$ cat src/rtl/core/spct_pkg.sv
package spct_pkg;

    localparam int KIND_W = 2;

    localparam logic [KIND_W-1:0] KIND_SPHERE = 2'd0;
    localparam logic [KIND_W-1:0] KIND_CUBE   = 2'd1;

    localparam int AXES = 3;

    typedef enum logic [1:0] {
        MODE_NONE,
        MODE_SS,
        MODE_SC,
        MODE_CC
    } pair_mode_t;

endpackage

$ cat src/rtl/core/spct_if.sv
interface spct_in_if #(
    parameter int POS_WIDTH = 24
);
    import spct_pkg::*;

    logic                        valid;
    logic                        ready;
    logic [KIND_W-1:0]           kind;
    logic [KIND_W-1:0]           other_kind;
    logic signed [POS_WIDTH-1:0] first_x;
    logic signed [POS_WIDTH-1:0] first_y;
    logic signed [POS_WIDTH-1:0] first_z;
    logic signed [POS_WIDTH-1:0] second_x;
    logic signed [POS_WIDTH-1:0] second_y;
    logic signed [POS_WIDTH-1:0] second_z;

    modport source (
        output valid, kind, other_kind,
        output first_x, first_y, first_z, second_x, second_y, second_z,
        input  ready
    );

    modport sink (
        input  valid, kind, other_kind,
        input  first_x, first_y, first_z, second_x, second_y, second_z,
        output ready
    );
endinterface

interface spct_out_if;
    logic valid;
    logic ready;
    logic colliding;

    modport source (
        output valid, colliding,
        input  ready
    );

    modport sink (
        input  valid, colliding,
        output ready
    );
endinterface

$ cat src/rtl/core/shape_pair_collision_test_core.sv
// Shape pair collision test.
// Channel pair (sink) takes one beat per object pair: two shape kinds
// (sphere, cube, or none) and two signed fixed-point centres. Channel
// result (source) returns one beat per pair, colliding set when the shapes
// touch or overlap. Beats come out in the order they went in.
// Throughput: one pair per cycle while result does not stall; four register
// stages (axis difference, magnitude and clamp, squaring, sum and compare),
// one multiplier per axis, with result.valid driven from the fourth stage.
// Each stage takes a new beat when empty or when the next stage moves on,
// so a stall on result backs up stage by stage and pair.ready falls only
// once all four stages hold a beat. Nothing is dropped or repeated.
// Reset empties the pipeline: result.valid is low and pair.ready is high
// while rst_n is low. The pair interface must carry the same POS_WIDTH as
// this module; FRAC_BITS must stay below POS_WIDTH.
module shape_pair_collision_test_core
    import spct_pkg::*;
#(
    parameter int POS_WIDTH = 24,
    parameter int FRAC_BITS = 12
) (
    input  logic      clk,
    input  logic      rst_n,
    spct_in_if.sink   pair,
    spct_out_if.source result
);

    localparam int DW   = POS_WIDTH + 1;
    localparam int OPW  = FRAC_BITS + 1;
    localparam int SQW  = 2 * OPW;
    localparam int SUMW = SQW + 2;

    localparam logic [DW-1:0]   ONE_FX     = DW'(1) << FRAC_BITS;
    localparam logic [DW-1:0]   HALF_FX    = DW'(1) << (FRAC_BITS - 1);
    localparam logic [SUMW-1:0] ONE_SQ     = SUMW'(1) << (2 * FRAC_BITS);
    localparam logic [SUMW-1:0] QUARTER_SQ = SUMW'(1) << (2 * FRAC_BITS - 2);

    // stage valid bits and per-stage ready
    logic s1_v_reg, s2_v_reg, s3_v_reg, s4_v_reg;
    logic rdy1, rdy2, rdy3, rdy4;

    assign rdy4 = !s4_v_reg || result.ready;
    assign rdy3 = !s3_v_reg || rdy4;
    assign rdy2 = !s2_v_reg || rdy3;
    assign rdy1 = !s1_v_reg || rdy2;

    assign pair.ready = rdy1;

    // stage 1: axis differences and pair decode
    logic signed [POS_WIDTH-1:0] pos_a [AXES];
    logic signed [POS_WIDTH-1:0] pos_b [AXES];
    logic signed [DW-1:0]        s1_d_next [AXES];
    logic signed [DW-1:0]        s1_d_reg  [AXES];
    pair_mode_t                  s1_mode_next, s1_mode_reg;

    assign pos_a[0] = POS_WIDTH'(pair.first_x);
    assign pos_a[1] = POS_WIDTH'(pair.first_y);
    assign pos_a[2] = POS_WIDTH'(pair.first_z);
    assign pos_b[0] = POS_WIDTH'(pair.second_x);
    assign pos_b[1] = POS_WIDTH'(pair.second_y);
    assign pos_b[2] = POS_WIDTH'(pair.second_z);

    always_comb
    begin
        for (int i = 0; i < AXES; i++)
        begin
            s1_d_next[i] = DW'(pos_a[i]) - DW'(pos_b[i]);
        end
    end

    always_comb
    begin
        priority if (pair.kind == KIND_SPHERE && pair.other_kind == KIND_SPHERE)
            s1_mode_next = MODE_SS;
        else if ((pair.kind == KIND_SPHERE && pair.other_kind == KIND_CUBE) ||
                 (pair.kind == KIND_CUBE && pair.other_kind == KIND_SPHERE))
            s1_mode_next = MODE_SC;
        else if (pair.kind == KIND_CUBE && pair.other_kind == KIND_CUBE)
            s1_mode_next = MODE_CC;
        else
            s1_mode_next = MODE_NONE;
    end

    // stage 2: magnitude, reach check, clamp gap
    logic [DW-1:0]  mag [AXES];
    logic [DW-1:0]  gap [AXES];
    logic [OPW-1:0] s2_op_next [AXES];
    logic [OPW-1:0] s2_op_reg  [AXES];
    logic           s2_near_next, s2_near_reg;
    pair_mode_t     s2_mode_reg;

    always_comb
    begin
        s2_near_next = 1'b1;
        for (int i = 0; i < AXES; i++)
        begin
            mag[i] = s1_d_reg[i][DW-1] ? DW'(-s1_d_reg[i]) : DW'(s1_d_reg[i]);
            gap[i] = (mag[i] > HALF_FX) ? (mag[i] - HALF_FX) : '0;
            if (mag[i] > ONE_FX)
            begin
                s2_near_next = 1'b0;
            end
            s2_op_next[i] = (s1_mode_reg == MODE_SS) ? mag[i][OPW-1:0] : gap[i][OPW-1:0];
        end
    end

    // stage 3: squares
    logic [SQW-1:0] s3_sq_next [AXES];
    logic [SQW-1:0] s3_sq_reg  [AXES];
    logic           s3_near_reg;
    pair_mode_t     s3_mode_reg;

    always_comb
    begin
        for (int i = 0; i < AXES; i++)
        begin
            s3_sq_next[i] = SQW'(s2_op_reg[i]) * SQW'(s2_op_reg[i]);
        end
    end

    // stage 4: sum and compare
    logic [SUMW-1:0] sum;
    logic [SUMW-1:0] limit;
    logic            hit_next, hit_reg;

    always_comb
    begin
        sum   = SUMW'(s3_sq_reg[0]) + SUMW'(s3_sq_reg[1]) + SUMW'(s3_sq_reg[2]);
        limit = (s3_mode_reg == MODE_SS) ? ONE_SQ : QUARTER_SQ;
        unique case (s3_mode_reg)
            MODE_SS, MODE_SC: hit_next = s3_near_reg && (sum <= limit);
            MODE_CC:          hit_next = s3_near_reg;
            default:          hit_next = 1'b0;
        endcase
    end

    assign result.valid     = s4_v_reg;
    assign result.colliding = hit_reg;

    always_ff @(posedge clk or negedge rst_n)
    begin
        if (!rst_n)
        begin
            s1_v_reg <= 1'b0;
            s2_v_reg <= 1'b0;
            s3_v_reg <= 1'b0;
            s4_v_reg <= 1'b0;
        end
        else
        begin
            if (rdy1)
            begin
                s1_v_reg <= pair.valid;
            end
            if (rdy2)
            begin
                s2_v_reg <= s1_v_reg;
            end
            if (rdy3)
            begin
                s3_v_reg <= s2_v_reg;
            end
            if (rdy4)
            begin
                s4_v_reg <= s3_v_reg;
            end
        end
    end

    always_ff @(posedge clk)
    begin
        if (rdy1)
        begin
            s1_d_reg    <= s1_d_next;
            s1_mode_reg <= s1_mode_next;
        end
        if (rdy2)
        begin
            s2_op_reg   <= s2_op_next;
            s2_near_reg <= s2_near_next;
            s2_mode_reg <= s1_mode_reg;
        end
        if (rdy3)
        begin
            s3_sq_reg   <= s3_sq_next;
            s3_near_reg <= s2_near_reg;
            s3_mode_reg <= s2_mode_reg;
        end
        if (rdy4)
        begin
            hit_reg <= hit_next;
        end
    end

    // clamped operands stay within one unit when the pair is in reach
    a_op_range: assert property (@(posedge clk) disable iff (!rst_n)
        s2_v_reg && s2_near_reg |->
            (DW'(s2_op_reg[0]) <= ONE_FX) && (DW'(s2_op_reg[1]) <= ONE_FX) &&
            (DW'(s2_op_reg[2]) <= ONE_FX))
        else $error("squaring operand out of range");

    // a held beat in stage 3 keeps its squares while the output stalls
    a_s3_hold: assert property (@(posedge clk) disable iff (!rst_n)
        s3_v_reg && !rdy4 |=>
            $stable(s3_sq_reg[0]) && $stable(s3_sq_reg[1]) && $stable(s3_sq_reg[2]))
        else $error("stage 3 changed under stall");

    // an output beat only appears from a beat that was in stage 3
    a_s4_source: assert property (@(posedge clk) disable iff (!rst_n)
        $rose(s4_v_reg) |-> $past(s3_v_reg))
        else $error("output beat without a stage 3 beat");

endmodule
$ cat src/flat_wrapper.sv
// flat-port wrapper written by rule: the top's interface ports become plain ports
module shape_pair_collision_test_core_flat import spct_pkg::*;
#(
    parameter int POS_WIDTH = 24,
    parameter int FRAC_BITS = 12
)
  (clk, rst_n, pair_valid, pair_kind, pair_other_kind, pair_first_x, pair_first_y, pair_first_z, pair_second_x, pair_second_y, pair_second_z, pair_ready, result_valid, result_colliding, result_ready);
  spct_in_if #(.POS_WIDTH(POS_WIDTH)) pair_i ();
  spct_out_if result_i ();
  input  logic clk;
  input  logic rst_n;
  input wire logic [$bits(pair_i.valid)-1:0] pair_valid;
  input wire logic [$bits(pair_i.kind)-1:0] pair_kind;
  input wire logic [$bits(pair_i.other_kind)-1:0] pair_other_kind;
  input wire logic [$bits(pair_i.first_x)-1:0] pair_first_x;
  input wire logic [$bits(pair_i.first_y)-1:0] pair_first_y;
  input wire logic [$bits(pair_i.first_z)-1:0] pair_first_z;
  input wire logic [$bits(pair_i.second_x)-1:0] pair_second_x;
  input wire logic [$bits(pair_i.second_y)-1:0] pair_second_y;
  input wire logic [$bits(pair_i.second_z)-1:0] pair_second_z;
  output wire logic [$bits(pair_i.ready)-1:0] pair_ready;
  output wire logic [$bits(result_i.valid)-1:0] result_valid;
  output wire logic [$bits(result_i.colliding)-1:0] result_colliding;
  input wire logic [$bits(result_i.ready)-1:0] result_ready;
  assign pair_i.valid = pair_valid;
  assign pair_i.kind = pair_kind;
  assign pair_i.other_kind = pair_other_kind;
  assign pair_i.first_x = pair_first_x;
  assign pair_i.first_y = pair_first_y;
  assign pair_i.first_z = pair_first_z;
  assign pair_i.second_x = pair_second_x;
  assign pair_i.second_y = pair_second_y;
  assign pair_i.second_z = pair_second_z;
  assign pair_ready = pair_i.ready;
  assign result_valid = result_i.valid;
  assign result_colliding = result_i.colliding;
  assign result_i.ready = result_ready;
  shape_pair_collision_test_core #(.POS_WIDTH(POS_WIDTH), .FRAC_BITS(FRAC_BITS)) u_core (.clk(clk), .rst_n(rst_n), .pair(pair_i), .result(result_i));
endmodule
$ cat config.mk
export PLATFORM = sky130hd
export DESIGN_NAME = shape_pair_collision_test_core_flat
export DESIGN_NICKNAME = d
export VERILOG_FILES = /design/src/rtl/core/spct_pkg.sv /design/src/rtl/core/spct_if.sv /design/src/rtl/core/shape_pair_collision_test_core.sv /design/src/flat_wrapper.sv
export SDC_FILE = /design/constraint.sdc
export NUM_CORES = 1
export LEC_CHECK = 0
export BUFFER_PORTS_ARGS = -buffer_cell sky130_fd_sc_hd__buf_2
export CELL_PAD_IN_SITES_DETAIL_PLACEMENT = 1
export CELL_PAD_IN_SITES_GLOBAL_PLACEMENT = 1
export CORE_MARGIN = 1
export CORE_UTILIZATION = 27
export CTS_BUF_LIST = sky130_fd_sc_hd__clkbuf_16
export DETAILED_ROUTE_END_ITERATION = 8
export PLACE_DENSITY_LB_ADDON = 0.1
export SETUP_SLACK_MARGIN = 0.3
export SLEW_MARGIN = 15
export SYNTH_ARGS = -nofsm -noshare
export SYNTH_HDL_FRONTEND = slang
export SYNTH_SLANG_ARGS = --single-unit
$ cat constraint.sdc
create_clock -name clk -period 12.6 [get_ports clk]
set_clock_uncertainty 0.1 [all_clocks]
set_input_delay 0.63 -clock clk [delete_from_list [all_inputs] [get_ports clk]]
set_output_delay 0.63 -clock clk [all_outputs]
set_load 0.01 [all_outputs]
==> metrics.cfg <==
[yosys]
synth_fp_nets=3704
synth_top_area_share_pct=21.5
synth_area_leaders=edfxtp_1, fa_1, ha_1
seq_area_frac_synth_pct=21.9
yosysUniqueCellTypes=80
synth-edff-count=198
netlist_area_um2=27700
yosysWarnings=0
synth-main-ff-cell=edfxtp_1
syn_inst=2918
yosysMostFrequentCell=inv_1
ys_async_sr_fraction_pct=1.98
synth.avg_cell_area_um2=9.48
yosysTopAreaCell=edfxtp_1
synth_common_cells=inv_1, ha_1, fa_1
synth.ff_latch_count=202

[worst_setup_path]
cp_max_fo=10
worst-path-buf-inv=0
crit_slowest_cell=or3_1
worst_setup_path_end_kind=register
rr_endpoint=u_core.result.colliding$_DFFE_PP_
reg2reg_depth=29
cp.arrival_ps=6800
startpoint_type=register
cp.depth=29
crit_top_cell=ha_1
r2r_slack_ps=6090
critPathKind=reg2reg
reg2reg_from=u_core.s3_sq_reg[29]$_DFFE_PP_
worstPathRequired_ps=12890
max_stage_delay_ps=450
cpLargestDelayFamily=compound AO/OA/AOI/OAI gates

[final_layout]
final_nets=3832
antennaDiodeCount=0
syn_to_final_growth_pct=11.7
drive_above_1_share_pct=7.96
fin_cells=4434

[clock_network]
cts-root-buf=clkbuf_16
cts.sinks=202
clock_path_buffers=3
cts_buffers=27
clkTransAtPathRegs_ps=60
clk_latency_ps=560
htree_levels=1
cts_tree=built
post_cts_buffers=0

[timing]
tns_ps=0
setup_violations=0
rsz0062_at_grt=no
hold_viol=0
slew-limit-headroom_pct=25.3
tightest_slew_ps=1120
max_freq_mhz=154
timing.final.crit_share_pct=51.7
period_minus_slack_ps=6510
maxSlewViolCount=0

[drt]
routed_via_density=4.62
drc=0
first_iter_violations=554
routedWlPerCell_um=15.9
drt-total-wl_mm=70.4
num_vias=20500
postRouteAntennaNets=0
drt_first_pass_iters=4

[die]
num_rows=117
die_area_um2=104000
start_util_pct=27.2
fp.coreArea_um2=102000
ios=155
die_y_um=322
die_w_um=322

[global_route]
antenna_found_initial=4
grt_usage_pct=13.9
overflow=0
grt_max_degree=80
grt_pass1_vias=22800
grt_first_pass_wirelength_mm=117

[placement]
routabilityCongestion=0.804
dpl.hpwl_mm=59.7
post-place-cells=4384
io_buffers=154

[run_status]
status=complete, no violations

[min_path]
hp-start=pair_valid
min_to=u_core.s1_v_reg$_DFFE_PN0P_
whs_path_depth=2
min_path_type=in2reg

[job]
maxCapViolCount=0

## worst max path at each step
| stage | from | end |
|---|---|---|
| global placement | u_core.s3_sq_reg[29]$_DFFE_PP_ | u_core.result.colliding$_DFFE_PP_ |
| detailed placement | u_core.s3_sq_reg[29]$_DFFE_PP_ | u_core.result.colliding$_DFFE_PP_ |
| floorplan | u_core.s2_op_reg[19]$_DFFE_PP_ | u_core.s3_sq_reg[50]$_DFFE_PP_ |
| CTS | u_core.s3_sq_reg[29]$_DFFE_PP_ | u_core.result.colliding$_DFFE_PP_ |
| global route | u_core.s3_sq_reg[29]$_DFFE_PP_ | u_core.result.colliding$_DFFE_PP_ |
| finish | u_core.s3_sq_reg[29]$_DFFE_PP_ | u_core.result.colliding$_DFFE_PP_ |
## layout by cell type, fill, tap and decap left out, types with 9 or more instances in the layout
master,instances
and3_1,14
xor2_1,77
xnor2_1,120
nor2_1,177
inv_1,481
or3_1,21
or2_2,9
clkbuf_16,27
o21ai_0,117
a211oi_1,22
buf_2,154
nor2b_1,45
nor3_1,55
edfxtp_1,198
nand2b_1,37
nand3_1,38
o31ai_1,14
ha_1,339
a21oi_1,140
nand4_1,27
nor4_1,16
o21a_1,32
a21o_1,55
and2_1,148
a31oi_1,9
o211ai_1,13
fa_1,295
nand2_1,181
o21bai_1,17
a21boi_0,11
## routing by layer
layer | wire length, um | part of all wire, % | global-route usage, %
met1 | 32400 | 46 | 17.9
met2 | 35500 | 51 | 25.4
met3 | 1310 | 1.9 | 0.912
met5 | 0 | 0 | 0
met4 | 1090 | 1.5 | 2.60
## final cells by class
| cell class | count | area [um^2] |
|---|---|---|
| multi-input cells | 2172 | 19600 |
| fillers | 11800 | 70700 |
| well taps | 1368 | 1710 |
| repair buffers | 163 | 841 |
| flip-flops and latches | 202 | 6050 |
| clock buffers | 27 | 676 |
| clock inverters | 22 | 230 |
| inverters | 480 | 1800 |
## cell families (layout without fill, tap and decap cells)
family	after synthesis	in the layout	share of synthesized area, %
simple gates	811	811	15.0
mux	16	16	0.674
xor+xnor	197	197	6.24
compound gates	514	514	12.1
flops	202	202	21.9
buf+inv	544	692	7.42
fa+ha+maj	634	634	36.7
## timing repair
action / 4_1_cts / 5_1_grt
gates resized for setup: 0 / 0
hold buffers: 1 / 0
hold endpoints to repair: 4 / 0
## per-stage QoR
stage | worst slack [ps] | hold slack, ps | cell area [um^2] | utilization [%]
floorplan | 6940 | 234 | 27700 | -
global placement | 6290 | 310 | 30000 | 29.5
detailed placement | 6150 | 306 | 30000 | 29.5
CTS | 6070 | 119 | 30900 | 30.4
global route | 5570 | 148 | 30900 | 30.4
finish | 6090 | 161 | 30900 | 30.4
Power is not shown: default switching activity piles up to over one toggle a cycle in this logic, so the estimate is an artifact.
